`src/dlfu_pkg.sv`:
```
package dlfu_pkg;

   localparam logic [7:0] CMD_START   = 8'd254;
   localparam logic [7:0] CMD_END     = 8'd253;
   localparam logic [7:0] CMD_HOME    = 8'd72;
   localparam logic [7:0] CMD_GOTO    = 8'd71;
   localparam logic [7:0] GLYPH_LIMIT = 8'd16;
   localparam logic [7:0] SPACE_CHAR  = 8'h20;

   localparam int CSR_IDX_W  = 1;
   localparam int CSR_DATA_W = 7;

   localparam logic [6:0] COLUMNS_RESET = 7'd20;
   localparam logic [4:0] ROWS_RESET    = 5'd4;

   typedef enum logic [CSR_IDX_W-1:0] {
      CSR_COLUMNS = 1'b0,
      CSR_ROWS    = 1'b1
   } csr_index_type;

   typedef struct packed {
      logic [7:0] ch;
      logic [7:0] col;
      logic [7:0] row;
      logic       first;
   } item_type;

   function automatic logic [2:0] seq_len(input logic repos, input logic first);
      logic [2:0] n;
      if (!repos) begin
         n = 3'd1;
      end else if (first) begin
         n = 3'd4;
      end else begin
         n = 3'd6;
      end
      return n;
   endfunction

   function automatic logic [7:0] seq_byte(input logic [2:0] k, input logic repos,
                                           input item_type it);
      logic [7:0] b;
      b = it.ch;
      if (repos) begin
         if (it.first) begin
            case (k)
               3'd0:    b = CMD_START;
               3'd1:    b = CMD_HOME;
               3'd2:    b = CMD_END;
               default: b = it.ch;
            endcase
         end else begin
            case (k)
               3'd0:    b = CMD_START;
               3'd1:    b = CMD_GOTO;
               3'd2:    b = it.col;
               3'd3:    b = it.row;
               3'd4:    b = CMD_END;
               default: b = it.ch;
            endcase
         end
      end
      return b;
   endfunction

endpackage

```
`src/dlfu_emit.sv`:
```
module dlfu_emit import dlfu_pkg::*; (
   input  logic       clock,
   input  logic       reset,
   input  logic       s1_vld,
   input  item_type   s1_item,
   input  logic [7:0] rd_data,
   output logic       take,
   input  logic       rsp_tready,
   output logic       rsp_tvalid,
   output logic [7:0] rsp_tdata,
   output logic       rsp_tlast
);

   logic       repos_ff;
   logic [2:0] k_ff;
   logic       out_vld_ff;
   logic [7:0] out_byte_ff;
   logic       out_last_ff;

   logic       custom;
   logic       skip;
   logic       repos;
   logic [2:0] n;
   logic       is_last;
   logic       out_free;
   logic       load;

   assign custom   = (s1_item.ch != 8'd0) && (s1_item.ch < GLYPH_LIMIT);
   assign skip     = (rd_data == s1_item.ch) && !custom;
   assign repos    = repos_ff || s1_item.first;
   assign n        = seq_len(repos, s1_item.first);
   assign is_last  = (k_ff == n - 3'd1);
   assign out_free = !out_vld_ff || rsp_tready;
   assign load     = s1_vld && !skip && out_free;
   assign take     = s1_vld && (skip || (out_free && is_last));

   always_ff @(posedge clock) begin
      if (reset) begin
         repos_ff   <= 1'b1;
         k_ff       <= '0;
         out_vld_ff <= 1'b0;
      end else begin
         if (load) begin
            out_vld_ff <= 1'b1;
         end else if (rsp_tready) begin
            out_vld_ff <= 1'b0;
         end
         if (s1_vld && skip) begin
            repos_ff <= 1'b1;
         end else if (load) begin
            if (is_last) begin
               k_ff     <= '0;
               repos_ff <= 1'b0;
            end else begin
               k_ff <= k_ff + 3'd1;
            end
         end
      end
   end

   always_ff @(posedge clock) begin
      if (load) begin
         out_byte_ff <= seq_byte(k_ff, repos, s1_item);
         out_last_ff <= is_last;
      end
   end

   assign rsp_tvalid = out_vld_ff;
   assign rsp_tdata  = out_byte_ff;
   assign rsp_tlast  = out_last_ff;

endmodule

```
`config.mk`:
```
export PLATFORM = sky130hd
export DESIGN_NAME = dlfu_emit
export DESIGN_NICKNAME = d
export VERILOG_FILES = /design/src/dlfu_pkg.sv /design/src/dlfu_emit.sv
export SDC_FILE = /design/constraint.sdc
export NUM_CORES = 1
export LEC_CHECK = 0
export ABC_AREA = 1
export BUFFER_PORTS_ARGS = -buffer_cell sky130_fd_sc_hd__buf_2
export CORE_UTILIZATION = 48
export DETAILED_ROUTE_END_ITERATION = 8
export PLACE_DENSITY = 0.89
export SLEW_MARGIN = 5
export SYNTH_ARGS = -nofsm -noshare
export SYNTH_HDL_FRONTEND = slang
export SYNTH_SLANG_ARGS = --single-unit
```
`constraint.sdc`:
```
create_clock -name clock -period 2 [get_ports clock]
set_input_delay 0.2 -clock clock [delete_from_list [all_inputs] [get_ports clock]]
set_output_delay 0.2 -clock clock [all_outputs]
set_load 0.03 [all_outputs]
```
Yosys cells after proc, flatten, opt, wreduce, memory -nomap -nowiden. Cells that the tools add are included. W data, S select, Z words.

Add/subtract/negate cells: 2. Reductions and logical operators: 19. Muxes and demuxes: 9. Equal/unequal tests: 6. Order comparisons: 1. Bitwise gates (word level): 1.

Operators by type and width (number): $pmux W8 S5 (1); $pmux W8 S3 (1); $mux W8 (2); $eq A8 B8 Y1 (1); $lt A8 B5 Y1 const B (1); $reduce_bool A8 Y1 (1); $logic_and A1 B1 Y1 (7); $eq A3 B2 Y1 const B (2); $mux W3 (2); $reduce_and A2 Y1 (2); $add A3 B1 Y3 const B (1); $eq A3 B1 Y1 const B (1); $eq A3 B3 Y1 (1); $eq A3 B3 Y1 const B (1); $logic_not A1 Y1 (3); $logic_not A3 Y1 (1); $logic_or A1 B1 Y1 (3); $sub A3 B1 Y3 const B (1); $mux W1 (2); $mux W2 (1); $reduce_bool A2 Y1 (1); $reduce_or A2 Y1 (1); $not A1 Y1 (1).

Input port bits: 37. Logic and storage cells: 43. Output and inout port bits: 11. Register bits: 14.

Logic depth before layout (Yosys ltp).
Depth after elaboration: 8. Mapped depth: 10. Gate-level depth less buffers: 9.

Worst setup path after synthesis. No wires, ideal clock.

Kind: reg-to-reg. Start: register k_ff[0]. End: register out_byte_ff[1], in the netlist rsp_tdata[1] (data pin). Cell stages (with the launch flop): 8. Data arrival time: 1.385 ns. Clock period less this slack: 1.651 ns. Setup time: 0.266 ns. Buffers on the path: 1. Required time: 1.734 ns. Setup slack: 0.349 ns. Cell sequence: dfxtp_1 > ha_1 > ha_1 > clkbuf_1 > nor3_4 > nor2_2 > nand2_1 > o211ai_1.

Cells in the longest elaborated chain, start to end: 4. Elaborated cells on any way between the ends: 9. Classes of those cells: eq/ne (4); mux (4); reduce/logical (1).

RTL lines: start, declared (line dlfu_emit.sv:15) `logic [2:0] k_ff;`; start signal, assigned (line dlfu_emit.sv:55) `k_ff <= k_ff + 3'd1;`; $eq A3 B3 Y1 (tied with other cells) (line dlfu_pkg.sv:53) `case (k)`; $pmux W8 S5 / $pmux W8 S3 (equally long branches) (line dlfu_pkg.sv:53, dlfu_pkg.sv:46); $mux W8 (*) (line dlfu_pkg.sv:45) `if (it.first) begin`; $mux W8 (*) (line dlfu_pkg.sv:44) `if (repos) begin`; end signal, assigned (line dlfu_emit.sv:63) `out_byte_ff <= seq_byte(k_ff, repos, s1_item);`; end, declared (line dlfu_emit.sv:17) `logic [7:0] out_byte_ff;`.

Mark *: on every way between the ends. The rest lies on a longest branch, timed or not. A chain may end at the register's enable or synchronous reset.

Worst setup path after layout.
Start: register k_ff[0]. End: register out_byte_ff[6], in the netlist rsp_tdata[6] (data pin).

The elaborated chain is that of the path after synthesis.

==> results.sh <==
export IMPL_synth_area_per_cell_um2=6.50
export IMPL_rr_endpoint="rsp_tdata[6]"
export IMPL_gp_congestion=0.893
export IMPL_ys_ff_latch=14
export IMPL_rsz0062_at_grt="false"
export IMPL_wirelength_mm=2.79
export IMPL_grt_overflow=0
export IMPL_die_w_um=51.4
export IMPL_reg2reg_depth=8
export IMPL_start_util_pct=51.9
export IMPL_io_pins=48
export IMPL_cp_arrival_ns=1.84
export IMPL_yosysWarnings=0
export IMPL_peakVddDrop_uv=385
export IMPL_slew_violations=0
export IMPL_fin_cells=259
export IMPL_drc=0
export IMPL_port_buffers=47
export IMPL_cts_buffers=3
export IMPL_hp_start="reset"
export IMPL_max_clock_freq_ghz=0.548
export IMPL_worstSkewPairLatency_ns=0.28
export IMPL_ys_types=22
export IMPL_grt_total_usage_pct=22.4
export IMPL_leakage_nw=0.814
export IMPL_core_area_um2=2250
export IMPL_seq_area_frac_synth_pct=31.7
export IMPL_wl_per_cell_um=10.8
export IMPL_total_power_uw=878
export IMPL_grt_max_degree=10
export IMPL_die_h_um=51.4
export IMPL_maxSlewHeadroom_pct=72.0
export IMPL_setup_viol=0
export IMPL_r2r_start="k_ff[0]"
export IMPL_fin_crit_ns=1.82
export IMPL_tightest_slew_ns=0.420
export IMPL_clk_pin_slew_worst_paths_ns=0.08
export IMPL_htree_levels=1
export IMPL_drt_iter0_drc=49
export IMPL_place_inst=255
export IMPL_nNetsFinal=274
export IMPL_synth_cells=180
export IMPL_cts_root_buf="clkbuf_4"
export IMPL_layout_drive_gt1_share_pct=25.1
export IMPL_cts_buffer_depth=2
export IMPL_status="finished, final reports clean"
export IMPL_cts_sinks=14
export IMPL_ant_nets=0
export IMPL_dp_hpwl_mm=2.27
export IMPL_viasPerCell=5.10
export IMPL_powerDensity_nw_per_um2=597
export IMPL_nFillCells=207
export IMPL_clock_skew_ns=0.00723
export IMPL_n_antenna_cell=0
export IMPL_holdPathStages=2
export IMPL_synthesis_area_um2=1170
export IMPL_grt_pass1_vias=1119
export IMPL_worst_setup_path_start_kind="register"
export IMPL_cts_setup_buffers=0
export IMPL_hold_end="rsp_tvalid"
export IMPL_cp_data_required_time_ns=2.02
export IMPL_grt_pass1_wl_mm=4.49
export IMPL_final_cell_mix="68 x nand2_1, 47 x buf_2, 30 x inv_1"
export IMPL_cap_violations=0
export IMPL_period_share_pct=91.2
export IMPL_rows=17
export IMPL_dr_pass1_iters=6
export IMPL_hp_class="input port to register"
export IMPL_finalSetupTns_ns=0
export IMPL_dieArea_um2=2640
export IMPL_crit_type="register to register"
export IMPL_layout_commonest_cell="nand2_1"
export IMPL_worstSetupEndpointType="register"
export IMPL_syn_num_nets=222
export IMPL_antenna_found_initial=0
export IMPL_num_vias=1321
export IMPL_reg2reg_slack_ns=0.18
export IMPL_cts_tree="yes"
export IMPL_syn2layout_area_growth_pct=25.8
export IMPL_critPathMaxFanout=9
export IMPL_hold_viol_final=0
worst max-delay path: stages (launching register included):
cell and delay, ns:
dfxtp_1 0.42, inv_1 0.11, ha_1 0.27, inv_1 0.11, nand2_1 0.12, nor3_4 0.21, nor2_2 0.13, nand2_1 0.09
o211ai_1 0.09
repair_timing:
action,in CTS,in global routing
gates resized for setup,0,1
setup endpoints to repair,0,3
hold buffers,0,0
cells in the mapped netlist:
library cell / instances / share of area, %
nand2_1: 68 / 22
inv_1: 30 / 9.6
a21oi_1: 12 / 5.1
nor2_1: 12 / 3.8
edfxtp_1: 9 / 23
nand3_1: 9 / 3.8
o211ai_1: 7 / 4.5
o21ai_0: 6 / 2.6
dfxtp_1: 5 / 8.6
ha_1: 5 / 5.3
xnor2_1: 4 / 3.0
nand4_1: 2 / 1.1
nor2_2: 2 / 1.1
buf_6: 1 / 0.96
clkbuf_1: 1 / 0.32
inv_2: 1 / 0.32
nand3_2: 1 / 0.86
nor3_1: 1 / 0.43
nor3_4: 1 / 1.4
o21ai_2: 1 / 0.75
o221ai_1: 1 / 0.75
xor2_1: 1 / 0.75
power breakdown:
group          internal, mW  switching, mW  total, mW
registers             0.347         0.0149      0.362
clock network        0.0776         0.0904      0.168
logic                 0.126          0.222      0.348
total                 0.551          0.327      0.878
through the flow:
stage	worst slack, ns	instance area (um^2)	hold slack (ns)	utilization [%]
finish	0.177	1470	0.0721	65.3
global placement	0.226	1440	0.373	63.9
floorplan	0.349	1170	0.269	-
detailed placement	0.157	1440	0.378	63.9
global route	0.0470	1470	0.0868	65.3
CTS	0.118	1470	0.0836	65.0
registers in the layout, indices dropped and copies added (netlist names):
name and count:
rsp_tlast 1, repos_ff 1, rsp_tdata 8, rsp_tvalid 1
k_ff 3
cell families (layout without fill, tap and decap cells):
kind of cell / count (synthesis) / after routing / synth area share (%)
compound gates: 27 / 27 / 13.7
xor+xnor: 5 / 5 / 3.74
fa+ha+maj: 5 / 5 / 5.35
buf+inv: 33 / 84 / 11.2
flops: 14 / 14 / 31.7
simple gates: 96 / 96 / 34.3
cell type report:
cell class,instances,area (um^2),area share [%]
multi-input cells,133,673,45.7
flip-flops and latches,14,370,25.2
repair buffers,49,250,17.0
inverters,31,116,7.91
well taps,28,35.0,2.38
clock buffers,4,26.3,1.79
layer usage:
layer	up-vias	global-route usage [%]	wire length, um
met5	-	0	0
met4	0	5.86	36
met3	6	3.57	235
met2	63	39.0	1300
met1	574	28.5	1220
li1	678	-	-
how the worst max path moves through the flow:
stage,to,startpoint,slack [ns],depth (start not counted)
6_report,rsp_tdata[6],k_ff[0],0.18,8
5_1_grt,rsp_tdata[4],k_ff[0],0.05,8
4_1_cts,rsp_tdata[6],k_ff[0],0.12,7
3_5_place_dp,rsp_tdata[6],k_ff[0],0.16,7
3_3_place_gp,rsp_tdata[7],k_ff[0],0.23,8
2_1_floorplan,rsp_tdata[1],k_ff[0],0.35,7
(Power assumes the default switching activity.)
