==> config.mk <==
export PLATFORM = sky130hd
export DESIGN_NAME = dlfu_front
export DESIGN_NICKNAME = d
export VERILOG_FILES = /design/src/dlfu_pkg.sv /design/src/dlfu_front.sv
export SDC_FILE = /design/constraint.sdc
export NUM_CORES = 1
export LEC_CHECK = 0
export BUFFER_PORTS_ARGS = -buffer_cell sky130_fd_sc_hd__buf_2
export CAP_MARGIN = 20
export CORE_ASPECT_RATIO = 1.4
export CORE_MARGIN = 2
export CORE_UTILIZATION = 35
export CTS_CLUSTER_SIZE = 25
export DETAILED_ROUTE_END_ITERATION = 8
export SLEW_MARGIN = 20
export SYNTH_ARGS = -nofsm -noshare
export SYNTH_HDL_FRONTEND = slang
export SYNTH_SLANG_ARGS = --single-unit
==> constraint.sdc <==
create_clock -name clock -period 5.1 [get_ports clock]
set_input_delay 0.255 -clock clock [delete_from_list [all_inputs] [get_ports clock]]
set_output_delay 0.255 -clock clock [all_outputs]
set_load 0.02 [all_outputs]
==> src/dlfu_pkg.sv <==
package dlfu_pkg;

   localparam logic [7:0] CMD_START   = 8'd254;
   localparam logic [7:0] CMD_END     = 8'd253;
   localparam logic [7:0] CMD_HOME    = 8'd72;
   localparam logic [7:0] CMD_GOTO    = 8'd71;
   localparam logic [7:0] GLYPH_LIMIT = 8'd16;
   localparam logic [7:0] SPACE_CHAR  = 8'h20;

   localparam int CSR_IDX_W  = 1;
   localparam int CSR_DATA_W = 7;

   localparam logic [6:0] COLUMNS_RESET = 7'd20;
   localparam logic [4:0] ROWS_RESET    = 5'd4;

   typedef enum logic [CSR_IDX_W-1:0] {
      CSR_COLUMNS = 1'b0,
      CSR_ROWS    = 1'b1
   } csr_index_type;

   typedef struct packed {
      logic [7:0] ch;
      logic [7:0] col;
      logic [7:0] row;
      logic       first;
   } item_type;

   function automatic logic [2:0] seq_len(input logic repos, input logic first);
      logic [2:0] n;
      if (!repos) begin
         n = 3'd1;
      end else if (first) begin
         n = 3'd4;
      end else begin
         n = 3'd6;
      end
      return n;
   endfunction

   function automatic logic [7:0] seq_byte(input logic [2:0] k, input logic repos,
                                           input item_type it);
      logic [7:0] b;
      b = it.ch;
      if (repos) begin
         if (it.first) begin
            case (k)
               3'd0:    b = CMD_START;
               3'd1:    b = CMD_HOME;
               3'd2:    b = CMD_END;
               default: b = it.ch;
            endcase
         end else begin
            case (k)
               3'd0:    b = CMD_START;
               3'd1:    b = CMD_GOTO;
               3'd2:    b = it.col;
               3'd3:    b = it.row;
               3'd4:    b = CMD_END;
               default: b = it.ch;
            endcase
         end
      end
      return b;
   endfunction

endpackage

==> src/dlfu_front.sv <==
module dlfu_front import dlfu_pkg::*; #(
   parameter int  MAX_COLS = 64,
   parameter int  MAX_ROWS = 16,
   localparam int DEPTH    = MAX_ROWS * MAX_COLS,
   localparam int ADDR_W   = (DEPTH > 1) ? $clog2(DEPTH) : 1
) (
   input  logic                        clock,
   input  logic                        reset,
   input  logic                        csr_we,
   input  logic [CSR_IDX_W-1:0]        csr_index,
   input  logic [CSR_DATA_W-1:0]       csr_wdata,
   input  logic                        req_tvalid,
   output logic                        req_tready,
   input  logic [7:0]                  req_tdata,
   input  logic                        take,
   output logic                        s1_vld,
   output item_type                    s1_item,
   output logic                        mem_we,
   output logic [ADDR_W-1:0]           mem_waddr,
   output logic [7:0]                  mem_wdata,
   output logic                        mem_re,
   output logic [ADDR_W-1:0]           mem_raddr
);

   localparam int COL_W  = (MAX_COLS > 1) ? $clog2(MAX_COLS) : 1;
   localparam int ROW_W  = (MAX_ROWS > 1) ? $clog2(MAX_ROWS) : 1;

   logic              clr_ff;
   logic [ADDR_W-1:0] clr_addr_ff;
   logic [COL_W-1:0]  col_ff;
   logic [ROW_W-1:0]  row_ff;
   logic              zero_seen_ff;
   logic              s1_vld_ff;
   item_type          item_ff;
   logic [6:0]        columns_ff;
   logic [4:0]        rows_ff;

   logic              accept;
   logic [8:0]        ncols;
   logic [8:0]        nrows;
   logic              col_wrap;
   logic              row_wrap;
   logic [ADDR_W-1:0] idx;
   logic              zs_in;

   assign req_tready = !clr_ff && (!s1_vld_ff || take);
   assign accept     = req_tvalid && req_tready;

   always_comb begin
      if (columns_ff == 7'd0) begin
         ncols = 9'd1;
      end else if (9'(columns_ff) > 9'(MAX_COLS)) begin
         ncols = 9'(MAX_COLS);
      end else begin
         ncols = 9'(columns_ff);
      end
      if (rows_ff == 5'd0) begin
         nrows = 9'd1;
      end else if (9'(rows_ff) > 9'(MAX_ROWS)) begin
         nrows = 9'(MAX_ROWS);
      end else begin
         nrows = 9'(rows_ff);
      end
   end

   assign col_wrap = (9'(col_ff) + 9'd1) >= ncols;
   assign row_wrap = (9'(row_ff) + 9'd1) >= nrows;
   assign idx      = ADDR_W'(row_ff) * ADDR_W'(MAX_COLS) + ADDR_W'(col_ff);
   assign zs_in    = zero_seen_ff || (req_tdata == 8'd0);

   assign mem_we    = clr_ff || accept;
   assign mem_waddr = clr_ff ? clr_addr_ff : idx;
   assign mem_wdata = clr_ff ? SPACE_CHAR : (zs_in ? 8'd0 : req_tdata);
   assign mem_re    = accept;
   assign mem_raddr = idx;

   always_ff @(posedge clock) begin
      if (reset) begin
         clr_ff       <= 1'b1;
         clr_addr_ff  <= '0;
         col_ff       <= '0;
         row_ff       <= '0;
         zero_seen_ff <= 1'b0;
         s1_vld_ff    <= 1'b0;
         columns_ff   <= COLUMNS_RESET;
         rows_ff      <= ROWS_RESET;
      end else begin
         if (clr_ff) begin
            clr_addr_ff <= clr_addr_ff + ADDR_W'(1);
            if (clr_addr_ff == ADDR_W'(DEPTH - 1)) begin
               clr_ff <= 1'b0;
            end
         end
         if (csr_we) begin
            unique case (csr_index_type'(csr_index))
               CSR_COLUMNS: columns_ff <= csr_wdata;
               CSR_ROWS:    rows_ff    <= csr_wdata[4:0];
               default:     ;
            endcase
            col_ff       <= '0;
            row_ff       <= '0;
            zero_seen_ff <= 1'b0;
         end else if (accept) begin
            if (!col_wrap) begin
               col_ff       <= col_ff + COL_W'(1);
               zero_seen_ff <= zs_in;
            end else if (!row_wrap) begin
               col_ff       <= '0;
               row_ff       <= row_ff + ROW_W'(1);
               zero_seen_ff <= zs_in;
            end else begin
               col_ff       <= '0;
               row_ff       <= '0;
               zero_seen_ff <= 1'b0;
            end
         end
         if (accept) begin
            s1_vld_ff <= 1'b1;
         end else if (take) begin
            s1_vld_ff <= 1'b0;
         end
      end
   end

   always_ff @(posedge clock) begin
      if (accept) begin
         item_ff.ch    <= req_tdata;
         item_ff.col   <= 8'(col_ff);
         item_ff.row   <= 8'(row_ff);
         item_ff.first <= (col_ff == '0) && (row_ff == '0);
      end
   end

   assign s1_vld  = s1_vld_ff;
   assign s1_item = item_ff;

endmodule

# [Yosys cells after proc, flatten, opt, wreduce, memory -nomap -nowiden]
# Index checks and enable logic that the tools add are counted.
[totals] latchBits=0 mem_bits_ro=0 regBits=54 ram_bits=0 n_memories=0 input_bits=21 wordCells=57
[classes] reduce_logical=18 multipliers=0 add_sub_neg=6 div_mod_pow=0 n_lt_le_gt_ge=4 n_eq_ne=1 n_bitwise=1 shifts=0 muxes=15
[ops] op="$mux 8" n=2
[ops] op="$mux 7" n=2
[ops] op="$add 10x1->10 const B" n=1
[ops] op="$add 10x6->10" n=1
[ops] op="$eq 10x10->1 const B" n=1
[ops] op="$mux 10" n=1
[ops] op="$mux 5" n=2
[ops] op="$ge 5x9->1" n=1
[ops] op="$ge 7x9->1" n=1
[ops] op="$logic_not 8->1" n=1
[ops] op="$add 6x1->7 const B" n=1
[ops] op="$gt 7x7->1 const B" n=1
[ops] op="$logic_not 7->1" n=1
[ops] op="$add 6x1->6 const B" n=1
[ops] op="$logic_not 6->1" n=1
[ops] op="$mux 1" n=6
[ops] op="$mux 6" n=1
[ops] op="$reduce_and 2->1" n=3
[ops] op="$add 4x1->5 const B" n=1
[ops] op="$gt 5x5->1 const B" n=1
[ops] op="$logic_not 5->1" n=1
[ops] op="$add 4x1->4 const B" n=1
[ops] op="$logic_not 4->1" n=1
[ops] op="$mux 4" n=1
[ops] op="6 further kinds" n=11

# [Logic depth before layout (Yosys ltp)]
# Gate-level depths: netlist (run 1).
[depth] depth_word=6 mapped_depth=10 mapped_depth_nobuf=9

# [Worst setup path before layout (run 1)]
# Ideal clock, no wire load.
[synth_timing] kind="register to register" start="reg col_ff[0]" end="reg col_ff[2]" t_arrival_ps=2285 setup_slack_ps=2741 setup_time_ps=74 path_buffers=1 period_less_slack_ps=2359 path_stages_with_launch=11 path_cell_list="dfxtp_1 -> ha_1 -> nand3_1 -> xnor2_1 -> ha_1 -> a21oi_1 -> o21ai_0 -> a21oi_1 -> buf_2 -> nand3b_1 -> a31oi_1"
[synth_between] elab_chain_len=3 elab_cells_between_ends=4 classes_between="2 x add/sub; 1 x order compare; 1 x mux"
[synth_rtl] element="start, declared" line="dlfu_front.sv:30" text="logic [COL_W-1:0] col_ff;"
[synth_rtl] element="start signal, assigned" line="dlfu_front.sv:105" text="col_ff <= col_ff + COL_W'(1);"
[synth_rtl] element="$add 6x1->7" line="dlfu_front.sv:66" text="assign col_wrap = (9'(col_ff) + 9'd1) >= ncols;"
[synth_rtl] element="$ge 7x9->1" line="dlfu_front.sv:66"
[synth_rtl] element="$mux 6 (*)" line="dlfu_front.sv:104" text="if (!col_wrap) begin"
# Every way passes the cells marked *; elsewhere a longest branch is shown, timed or not.
# A chain may end at the register's enable or synchronous reset.

# [Final worst setup path (run 1)]
[layout_timing] start="reg col_ff[0]" end="reg row_ff[3]"
[layout_between] elab_chain_len=3
[layout_rtl] element="$add 6x1->7" line="dlfu_front.sv:66"
[layout_rtl] element="$ge 7x9->1" line="dlfu_front.sv:66"
[layout_rtl] element="$reduce_and 2->1 (no line)"
[layout_rtl] element="end signal, assigned" line="dlfu_front.sv:109" text="row_ff <= row_ff + ROW_W'(1);"
[layout_rtl] element="end, declared" line="dlfu_front.sv:31" text="logic [ROW_W-1:0] row_ff;"
# Every way passes these cells.

==> results.cfg, run 1 <==
[route]
route.vias.total = 2163
antenna_left = 0
drtIter0Drc = 162
detail_route.wl_per_cell_microns = 13.0
detail_route.drc_violations = 0
route.final.wire_length_mm = 5.81
drtPass1Iterations = 4
viasPerCell = 4.84

[synth]
synth.yosys.warnings = 0
syn-cell-area_sq_um = 2650
ys.flop_type = sky130_fd_sc_hd__dfxtp_1
synth-edff-count = 19
syn-instance-count = 282
postSynth.asyncResetShare_pct = 0
synth_area_per_cell_sq_um = 9.41
netlist-cell-type-count = 40
synth.ff_latch_count = 54
synth.yosys.seq_area_share_pct = 47.9

[timing]
final_max_slew_viol_count = 0
grt_setup_unrepaired = no
max_freq_mhz = 358
clock_skew_ns = 0.00978
worst_slew_pin_slew_ns = 1.01
final.setup.tns_ns = 0
slew-limit-headroom_pct = 32.8
report.final.setup_viol = 0
hold_viol_final = 0
min_period_over_period_pct = 54.8
whs_ns = 0.141
finalCriticalPeriod_ns = 2.79

[floorplanning]
initial_core_util_pct = 36.0
design.die.area_sq_um = 8300
placeableCoreArea_sq_um = 7360
die_w_microns = 77.6
fp-row-count = 37
die_y_microns = 107
io-pin-count = 78

[cells_and_area]
areaGrowthSynthToFinish_pct = 20.6
most_used_cells_in_the_layout_excluding_fill_and_tap_cells = 71 x sky130_fd_sc_hd__buf_2, 43 x sky130_fd_sc_hd__nand2_1, 35 x sky130_fd_sc_hd__dfxtp_1
share_of_final_layout_standard_cells_stronger_than_drive_strength_1_pct = 24.9
num-nets-final = 387
num_antenna_cells = 0
mostFrequentLayoutCell = sky130_fd_sc_hd__buf_2
fillers = 731

[setup_path]
critical_path_arrival_ns = 3.04
critPathRequiredTime_ns = 5.34
crit_path_end_kind = register
crit_path_max_fanout = 16
worstSetupStartpointType = register
critical_path.reg2reg.startpoint = col_ff[0]
crit_start = col_ff[0]
crit_type = register to register

[clock_network]
clkSinkCount = 54
h-tree-depth = 2
cts_tree = done
tritoncts.num_buffers = 5
cts_hold_repair.buffers = 0
worst_skew_pair.late_latency_ns = 0.31
cts.repair.resized = 0
root_buf_cell = sky130_fd_sc_hd__clkbuf_8
cts_max_path_buffers = 2
post_cts.repair.setup_buffers = 0
path_clk_slew_ns = 0.10

[place]
dp.final_hpwl_mm = 4.49
finalWeightedCongestion = 0.834
io_buffer_count = 71

[power_and_ir_drop]
power.density_nw_per_um2 = 265
leakagePower_nw = 1.47
netSwitchingPower_w = 0.000181
power.share.combinational_pct = 6.6
sw_frac_of_total_pct = 21.4
peakVddDrop_uv = 139
pwr-share-seq_pct = 53.7
pwr-share-clk_pct = 39.7
cellInternalPower_w = 0.000668

[flow_run]
max-cap-violations = 0

[status]
status = finished, final reports clean

[global_routing]
number_of_global_route_vias_before_repair = 1897
wire_length_of_the_first_global_routing_pass_mm = 9.27
globalRouteTotalUtil_pct = 14.2
grt_antenna_before_repair = 0
globalRouteOverflowTotal = 0
maximum_number_of_pins_on_one_net_before_global_route_repair = 27

[hold_path]
hp-start = req_tdata[2]
hold_path_class = primary input to register
## Yosys cell counts, types with 2 or more instances
| library cell | n | area share, % |
|---|---|---|
| sky130_fd_sc_hd__nand3b_1 | 4 | 1.1 |
| sky130_fd_sc_hd__nand2b_1 | 3 | 0.71 |
| sky130_fd_sc_hd__a21oi_1 | 20 | 3.8 |
| sky130_fd_sc_hd__mux2_2 | 6 | 2.5 |
| sky130_fd_sc_hd__xor2_1 | 8 | 2.6 |
| sky130_fd_sc_hd__or4_1 | 4 | 1.1 |
| sky130_fd_sc_hd__buf_2 | 3 | 0.57 |
| sky130_fd_sc_hd__nand4_1 | 3 | 0.71 |
| sky130_fd_sc_hd__o21ai_0 | 14 | 2.6 |
| sky130_fd_sc_hd__nor2b_1 | 2 | 0.47 |
| sky130_fd_sc_hd__a211oi_1 | 2 | 0.57 |
| sky130_fd_sc_hd__a31oi_1 | 3 | 0.71 |
| sky130_fd_sc_hd__inv_1 | 10 | 1.4 |
| sky130_fd_sc_hd__and2_1 | 8 | 1.9 |
| sky130_fd_sc_hd__xnor2_1 | 6 | 2.0 |
| sky130_fd_sc_hd__edfxtp_1 | 19 | 22 |
| sky130_fd_sc_hd__and3_1 | 5 | 1.2 |
| sky130_fd_sc_hd__dfxtp_1 | 35 | 26 |
| sky130_fd_sc_hd__ha_1 | 17 | 8.0 |
| sky130_fd_sc_hd__buf_4 | 6 | 1.7 |
| sky130_fd_sc_hd__nor3_1 | 2 | 0.38 |
| sky130_fd_sc_hd__a32o_1 | 3 | 1.1 |
| sky130_fd_sc_hd__nor2_1 | 20 | 2.8 |
| sky130_fd_sc_hd__nand3_1 | 13 | 2.5 |
| sky130_fd_sc_hd__nand2_1 | 43 | 6.1 |
| sky130_fd_sc_hd__nor4_1 | 3 | 0.71 |
| sky130_fd_sc_hd__clkbuf_1 | 7 | 0.99 |
## power by group through the flow
| stage | Clock, W | Sequential [W] | Combinational (W) |
|---|---|---|---|
| 2_1_floorplan | 0 | 0.000464 | 0.0000419 |
| 3_3_place_gp | 0 | 0.000466 | 0.0000559 |
| 3_5_place_dp | 0 | 0.000466 | 0.0000566 |
| 4_1_cts | 0.000347 | 0.000456 | 0.0000569 |
| 5_1_grt | 0.000359 | 0.000457 | 0.0000645 |
| 6_report | 0.000337 | 0.000456 | 0.0000562 |
## path summary, 6_finish.rpt
check	to	slack (ns)	cells past startpoint
max	row_ff[3]	2.31	9
min	s1_item[19]	0.14	1
max reg2reg	row_ff[3]	2.31	9
min reg2reg	columns_ff[0]	0.47	2
## per-stage QoR
| stage | total power [W] | util [%] | instances | setup slack, ns | instance area [sq um] |
|---|---|---|---|---|---|
| 3_5_place_dp | 0.000523 | 41.6 | 439 | 2.35 | 3060 |
| 6_report | 0.000849 | 43.5 | 447 | 2.31 | 3200 |
| 4_1_cts | 0.000860 | 43.5 | 447 | 2.32 | 3200 |
| 5_1_grt | 0.000881 | 43.5 | 447 | 1.99 | 3200 |
| 3_3_place_gp | 0.000522 | 41.6 | 439 | 2.44 | 3060 |
| 2_1_floorplan | 0.000506 | - | 287 | 2.74 | 2670 |
## cell type report
cell class / count / area, sq um / area share [%]
clock buffer: 5 / 68.8 / 2.15
multi-input combinational: 206 / 1270 / 39.8
clock inverter: 3 / 68.8 / 2.15
sequential: 54 / 1270 / 39.7
timing repair buffer: 71 / 355 / 11.1
inverter: 11 / 41.3 / 1.29
tap: 97 / 121 / 3.79
## per-layer routing
| metal | up-vias | part of all wire, % | global-route usage (%) | routed length, microns |
|---|---|---|---|---|
| met2 | 59 | 51 | 25.8 | 2960 |
| met1 | 984 | 42 | 16.3 | 2470 |
| met5 | - | 0 | 0 | 0 |
| li1 | 1112 | - | - | - |
| met4 | 0 | 1.6 | 5.36 | 91 |
| met3 | 8 | 5.0 | 2.78 | 291 |
## critical path, cell delays in order (launching register included)
cell                      delay, ns
sky130_fd_sc_hd__dfxtp_1       0.47
sky130_fd_sc_hd__ha_1          0.26
sky130_fd_sc_hd__nand3_1       0.13
sky130_fd_sc_hd__xnor2_1       0.25
sky130_fd_sc_hd__ha_1          0.28
sky130_fd_sc_hd__a21oi_1       0.12
sky130_fd_sc_hd__o21ai_0       0.08
sky130_fd_sc_hd__a21oi_1       0.78
sky130_fd_sc_hd__o21ai_0       0.18
sky130_fd_sc_hd__a21oi_1       0.17
## flip-flops by register name, indices dropped and copies added, names as in the netlist
register / cells
row_ff: 4
rows_ff: 5
col_ff: 6
clr_ff: 1
s1_vld: 1
zero_seen_ff: 1
columns_ff: 7
clr_addr_ff: 10
s1_item: 19
## logic make-up after synthesis
logic type / count (synthesis) / share of synthesized area [%]
flops: 54 / 47.9
buf+inv: 27 / 4.81
compound gates: 47 / 10.2
xor+xnor: 14 / 4.62
other cells: 1 / 0.141
simple gates: 115 / 21.3
mux: 7 / 2.92
fa+ha+maj: 17 / 8.02
No activity file was read; power rests on OpenSTA's default activity.
==> run 2, diff against run 1 <==
--- a/config.mk
+++ b/config.mk
@@ -5,6 +5,7 @@
 export SDC_FILE = /design/constraint.sdc
 export NUM_CORES = 1
 export LEC_CHECK = 0
+export ABC_AREA = 1
 export BUFFER_PORTS_ARGS = -buffer_cell sky130_fd_sc_hd__buf_2
 export CAP_MARGIN = 20
 export CORE_ASPECT_RATIO = 1.4
==> constraint.sdc (replaced) <==
create_clock -name clock -period 2.65 [get_ports clock]
set_input_delay 0.1325 -clock clock [delete_from_list [all_inputs] [get_ports clock]]
set_output_delay 0.1325 -clock clock [all_outputs]
set_load 0.02 [all_outputs]
==> run 2 against run 1 <==
  * Highest routed layer unchanged
  * Design area increased by 6.5%
  * Sequential power rose by 93%
  * Largest power group unchanged
  * Clock skew decreased by 0.0032 ns
  * Die area is 6.1% higher
  * Global-route usage up 1.0 points
  * Largest cell class unchanged
  * Fmax rose by 27%
  * Critical path depth is 5 higher
  * First-iteration DRC count is 52% lower
  * Power up 76%
  * Clock power rose by 42%
==> results.cfg, run 2 <==
[status]
status = finished, final reports clean

[synth]
yosys.area.top_type = sky130_fd_sc_hd__dfxtp_1
netlist-cell-type-count = 36
ys.flop_type = sky130_fd_sc_hd__dfxtp_1
synthTopCellsByArea = sky130_fd_sc_hd__dfxtp_1 25%, sky130_fd_sc_hd__edfxtp_1 20%, sky130_fd_sc_hd__nand2_1 9.6%
synth.ff_latch_count = 54
synth-edff-count = 19
postSynth.asyncResetShare_pct = 0
synth.yosys.seq_area_share_pct = 45.1
synth_most_common_cell = sky130_fd_sc_hd__nand2_1
syn-instance-count = 356
netlist_top_cells_count = 72 x sky130_fd_sc_hd__nand2_1, 50 x sky130_fd_sc_hd__nor2_1, 49 x sky130_fd_sc_hd__inv_1
synth_area_per_cell_sq_um = 7.93
synth_top_cell_area_share_pct = 24.8
syn-cell-area_sq_um = 2820
synth.yosys.warnings = 0

[floorplanning]
die_w_microns = 79.9
initial_core_util_pct = 36.2
design.die.area_sq_um = 8810
fp-row-count = 38
io-pin-count = 78
placeableCoreArea_sq_um = 7800
die_y_microns = 110

[timing]
max_freq_mhz = 456
min_period_over_period_pct = 82.8
slew-limit-headroom_pct = 57.9
grt_setup_unrepaired = no
final.setup.tns_ns = 0
final_max_slew_viol_count = 0
report.final.setup_viol = 0
worst_slew_pin_slew_ns = 0.630
clock_skew_ns = 0.00657
finalCriticalPeriod_ns = 2.19
hold_viol_final = 0
timing.final.ws_setup_ns = 0.456

[cells_and_area]
most_used_cells_in_the_layout_excluding_fill_and_tap_cells = 72 x sky130_fd_sc_hd__nand2_1, 71 x sky130_fd_sc_hd__buf_2, 50 x sky130_fd_sc_hd__nor2_1
largest_reg_flops = 19
seq_area_sq_um = 1270
fillers = 817
num_antenna_cells = 0
filler_free_cell_count_of_the_finished_design = 537
share_of_final_layout_standard_cells_stronger_than_drive_strength_1_pct = 21.1
fin_util_pct = 43.7
areaGrowthSynthToFinish_pct = 20.8
multi_input_area_sq_um = 1280
mostFrequentLayoutCell = sky130_fd_sc_hd__nand2_1
num-nets-final = 474

[power_and_ir_drop]
leakagePower_nw = 1.64
sw_frac_of_total_pct = 25.8
power.share.combinational_pct = 8.8
pwr-share-clk_pct = 32.1
cellInternalPower_w = 0.00111
power.density_nw_per_um2 = 438
pwr-share-seq_pct = 59.0
peakVddDrop_uv = 289
netSwitchingPower_w = 0.000385
post-layout-total-power_w = 0.00149

[route]
detail_route.wl_per_cell_microns = 11.8
viasPerCell = 4.59
route.vias.total = 2465
drtIter0Drc = 78
drtPass1Iterations = 4
detail_route.drc_violations = 0
antenna_left = 0
route.final.wire_length_mm = 6.35

[global_routing]
globalRouteOverflowTotal = 0
globalRouteTotalUtil_pct = 15.2
number_of_global_route_vias_before_repair = 2302
maximum_number_of_pins_on_one_net_before_global_route_repair = 36
grt_antenna_before_repair = 0
wire_length_of_the_first_global_routing_pass_mm = 10.5

[clock_network]
root_buf_cell = sky130_fd_sc_hd__clkbuf_8
cts_max_path_buffers = 2
worst_skew_pair.late_latency_ns = 0.31
post_cts.repair.setup_buffers = 0
clkSinkCount = 54
path_clk_slew_ns = 0.10
cts_tree = done
h-tree-depth = 2
tritoncts.num_buffers = 5

[hold_path]
hold_path_class = primary input to register

[place]
dp.cells = 521
dpl_worst_slack_ns = 0.469
finalWeightedCongestion = 0.845
io_buffer_count = 71
dp.final_hpwl_mm = 4.78

[setup_path]
critical_path_arrival_ns = 2.41
crit_type = register to register
worstSetupStartpointType = register
crit_path_end_kind = register
crit_path_max_fanout = 8
critPathRequiredTime_ns = 2.87

[flow_run]
max-cap-violations = 0
[run 2: cell count changes in the layout (fill, tap and decap cells not counted), sizes merged, moves of 8 or more]
cell	before	now
dlygate4sd3	0	8
nor2	20	54
o21ai	15	34
and2	8	0
nand2	43	76
inv	11	51
[run 2: logic make-up after synthesis]
group	share of synthesized area (%)
buffers and inverters	10.2
DFF	45.1
and+or+nand+nor	25.9
other	0.133
adders and majority gates	7.54
AOI/OAI and AO/OA	9.71
xor gates and xnor gates	1.55
[run 2: power by group through the flow]
stage	sequential, W	combinational, W	clock (W)
2_1_floorplan	0.000897	0.0000913	0
3_3_place_gp	0.000900	0.000122	0
3_5_place_dp	0.000900	0.000124	0
4_1_cts	0.000881	0.000134	0.000496
5_1_grt	0.000885	0.000154	0.000527
6_report	0.000881	0.000132	0.000479
[run 2: what timing repair did]
item	CTS	global route
hold buffers	8	0
hold endpoints to repair	8	0
gates resized for setup	0	0
[run 2: routing by layer]
metal | vias up | part of all wire [%] | global-route usage [%] | wire length (microns)
met5 | - | 0 | 0 | 0
met4 | 0 | 1.9 | 6.78 | 119
met3 | 8 | 4.9 | 2.85 | 313
met2 | 68 | 50 | 27.3 | 3190
met1 | 1095 | 43 | 17.3 | 2730
li1 | 1294 | - | - | -
[run 2: final timing paths]
path                   from              to  slack (ns)  cells after the start
max               col_ff[0]       col_ff[5]        0.46                     14
min            csr_wdata[5]   columns_ff[5]        0.04                      3
min reg2reg  clr_addr_ff[5]  clr_addr_ff[5]        0.49                      2
max reg2reg       col_ff[0]       col_ff[5]        0.46                     14
[run 2: cell type report]
class | instances | share of cell area (%)
Sequential cell | 54 | 37.3
Inverter | 51 | 5.76
Clock buffer | 5 | 2.02
Timing Repair Buffer | 80 | 13.0
Tap cell | 100 | 3.67
Clock inverter | 3 | 0.624
Multi-Input combinational cell | 244 | 37.6
[run 2: metrics by stage]
step / instance area (sq um) / hold slack [ns]
after floorplan: 2840 / 0.202
after global placement: 3240 / 0.330
after detailed placement: 3240 / 0.330
after CTS: 3410 / 0.0267
after global routing: 3410 / 0.0582
final: 3410 / 0.0379
[run 2: worst max-delay path, stage by stage (launching register included)]
cell	delay [ns]
sky130_fd_sc_hd__dfxtp_1	0.45
sky130_fd_sc_hd__ha_1	0.22
sky130_fd_sc_hd__nand3_1	0.12
sky130_fd_sc_hd__xor2_1	0.20
sky130_fd_sc_hd__inv_1	0.07
sky130_fd_sc_hd__ha_1	0.30
sky130_fd_sc_hd__nand2_1	0.06
sky130_fd_sc_hd__inv_1	0.07
sky130_fd_sc_hd__nand2_1	0.05
sky130_fd_sc_hd__nor2_1	0.13
sky130_fd_sc_hd__nor2_2	0.06
sky130_fd_sc_hd__nand2_4	0.09
sky130_fd_sc_hd__nand2_2	0.08
sky130_fd_sc_hd__nand2_2	0.14
sky130_fd_sc_hd__nor2_1	0.06
==> run 3, diff against run 2 <==
==> constraint.sdc (replaced) <==
create_clock -name clock -period 2.2 [get_ports clock]
set_input_delay 0.11 -clock clock [delete_from_list [all_inputs] [get_ports clock]]
set_output_delay 0.11 -clock clock [all_outputs]
set_load 0.02 [all_outputs]
==> run 3 against run 2 <==
  * Utilization rose by 1.3 points
  * Global-route usage fell by 0.13 points
  * Design area rose by 2.9%
  * Via count rose by 0.53%
  * Hold slack got worse by 0.021 ns
  * Fmax rose by 10%
  * Clock skew fell by 0.0038 ns
  * Critical path type unchanged
  * Critical endpoint is now row_ff[0]
  * Largest cell class unchanged
==> results.cfg, run 3 (same netlist as run 2, synthesis figures left out) <==
[status]
status = finished, final reports clean

[timing]
grt_setup_unrepaired = no
final_max_slew_viol_count = 0
finalCriticalPeriod_ns = 1.99
slew-limit-headroom_pct = 60.1
max_freq_mhz = 502
min_period_over_period_pct = 90.6
hold_viol_final = 0
worst_slew_pin_slew_ns = 0.597
clock_skew_ns = 0.00272
final.setup.tns_ns = 0
report.final.setup_viol = 0
whs_ns = 0.0165

[hold_path]
hold_end = columns_ff[5]
hp-start = csr_wdata[5]
worst_hold_path.num_cells = 3
hold_path_class = primary input to register

[route]
route.vias.total = 2478
viasPerCell = 4.59
antenna_left = 0
drtPass1Iterations = 4
drtIter0Drc = 119
detail_route.wl_per_cell_microns = 11.7
route.final.wire_length_mm = 6.33
detail_route.drc_violations = 0

[setup_path]
critical_path_arrival_ns = 2.25
critPathSlowestCell = sky130_fd_sc_hd__dfxtp_1
crit_type = register to register
timing.critical_path.slowest_cell_delay_ns = 0.34
worstSetupStartpointType = register
crit_path_end_kind = register
critPathMostFrequentCell = sky130_fd_sc_hd__nand2_1
critical_path.reg2reg.startpoint = columns_ff[1]
r2r_cells = 15
critical_path.top_delay_family = simple AND/OR/NAND/NOR gates
critical_path.reg2reg.endpoint = row_ff[0]
crit_path_max_fanout = 8
reg2reg_slack_ns = 0.21
worst-path-buf-inv = 1
critPathRequiredTime_ns = 2.45
cp_cell_sequence = nor4_2, nand2_1, nand2_2, nand2_1, ha_4, nand2_1, inv_1, nand2_1, nor2_1, nor2_2, nand2_4, nand2_2, nand2_1, nand2_1, nor2_1

[floorplanning]
die_w_microns = 79.9
fp-row-count = 38
design.die.area_sq_um = 8810
die_y_microns = 110
placeableCoreArea_sq_um = 7800
initial_core_util_pct = 36.2
io-pin-count = 78

[global_routing]
grt_antenna_before_repair = 0
grt.met2_usage_pct = 28.3
maximum_number_of_pins_on_one_net_before_global_route_repair = 36
globalRouteTotalUtil_pct = 15.1
number_of_global_route_vias_before_repair = 2383
global_route.usage.met1_pct = 17.2
gr-usage-met3_pct = 2.28
wire_length_of_the_first_global_routing_pass_mm = 10.6
globalRouteOverflowTotal = 0
grt_most_used_layer = met2

[place]
finalWeightedCongestion = 0.855
dp.final_hpwl_mm = 4.81
io_buffer_count = 71

[clock_network]
root_buf_cell = sky130_fd_sc_hd__clkbuf_8
path_clk_slew_ns = 0.10
cts_max_path_buffers = 2
worst_skew_pair.late_latency_ns = 0.31
clkSinkCount = 54
tritoncts.num_buffers = 5
h-tree-depth = 2
cts_tree = done

[cells_and_area]
num-nets-final = 477
largest_reg_flops = 19
most_used_cells_in_the_layout_excluding_fill_and_tap_cells = 71 x sky130_fd_sc_hd__nand2_1, 71 x sky130_fd_sc_hd__buf_2, 49 x sky130_fd_sc_hd__nor2_1
share_of_final_layout_standard_cells_stronger_than_drive_strength_1_pct = 24.3
fin_util_pct = 45.0
areaGrowthSynthToFinish_pct = 24.3
num_antenna_cells = 0

[power_and_ir_drop]
leakagePower_nw = 1.67
power.density_nw_per_um2 = 540
peakVddDrop_uv = 265

[flow_run]
max-cap-violations = 0
[run 3: tightest hold or removal path, cell delays in order]
cell	delay, ns
sky130_fd_sc_hd__buf_2	0.07
sky130_fd_sc_hd__nor2_1	0.03
sky130_fd_sc_hd__nor2_1	0.08
[run 3: what timing repair did]
action / in CTS / in global routing
buffers inserted: 0 / 1
hold endpoints to repair: 8 / 0
setup endpoints to repair: 0 / 11
hold buffers: 8 / 0
gates resized for setup: 0 / 16
[run 3: cell type report]
| class | count | area [sq um] |
|---|---|---|
| fillers | 782 | 4290 |
| multi-input cells | 244 | 1330 |
| flip-flops and latches | 54 | 1280 |
| repair buffers | 83 | 465 |
| inverters | 51 | 196 |
| well taps | 100 | 125 |
| clock buffers | 6 | 72.6 |
| clock inverters | 2 | 37.5 |
[run 3: where the power goes]
group	switching, W	internal (W)	total (W)
Combinational	0.0000994	0.0000648	0.000164
Sequential	0.0000161	0.00104	0.00106
Clock	0.000330	0.000340	0.000670
Total	0.000446	0.00145	0.00189
[run 3: routing by layer]
metal	part of all wire, %	routed length (microns)
met1	42	2640
met4	1.5	95
met5	0	0
met2	51	3260
met3	5.4	342
[run 3: per-stage QoR]
| stage | total power, W | instances | cell area (sq um) | worst slack [ns] |
|---|---|---|---|---|
| after floorplan | 0.00119 | 361 | 2840 | 0.116 |
| after global placement | 0.00123 | 523 | 3250 | 0.129 |
| after detailed placement | 0.00123 | 523 | 3250 | 0.0714 |
| after CTS | 0.00192 | 539 | 3440 | 0.0427 |
| after global routing | 0.00198 | 540 | 3510 | 0.0103 |
| final | 0.00189 | 540 | 3510 | 0.207 |
[run 3: worst max-delay path by stage]
stage,startpoint,slack [ns],cells past startpoint,endpoint
after floorplan,col_ff[0],0.12,14,col_ff[5]
after detailed placement,col_ff[0],0.07,14,col_ff[5]
after global routing,col_ff[2],0.01,15,col_ff[0]
after CTS,col_ff[0],0.04,14,col_ff[2]
final,columns_ff[1],0.21,15,row_ff[0]
after global placement,col_ff[0],0.13,14,col_ff[5]
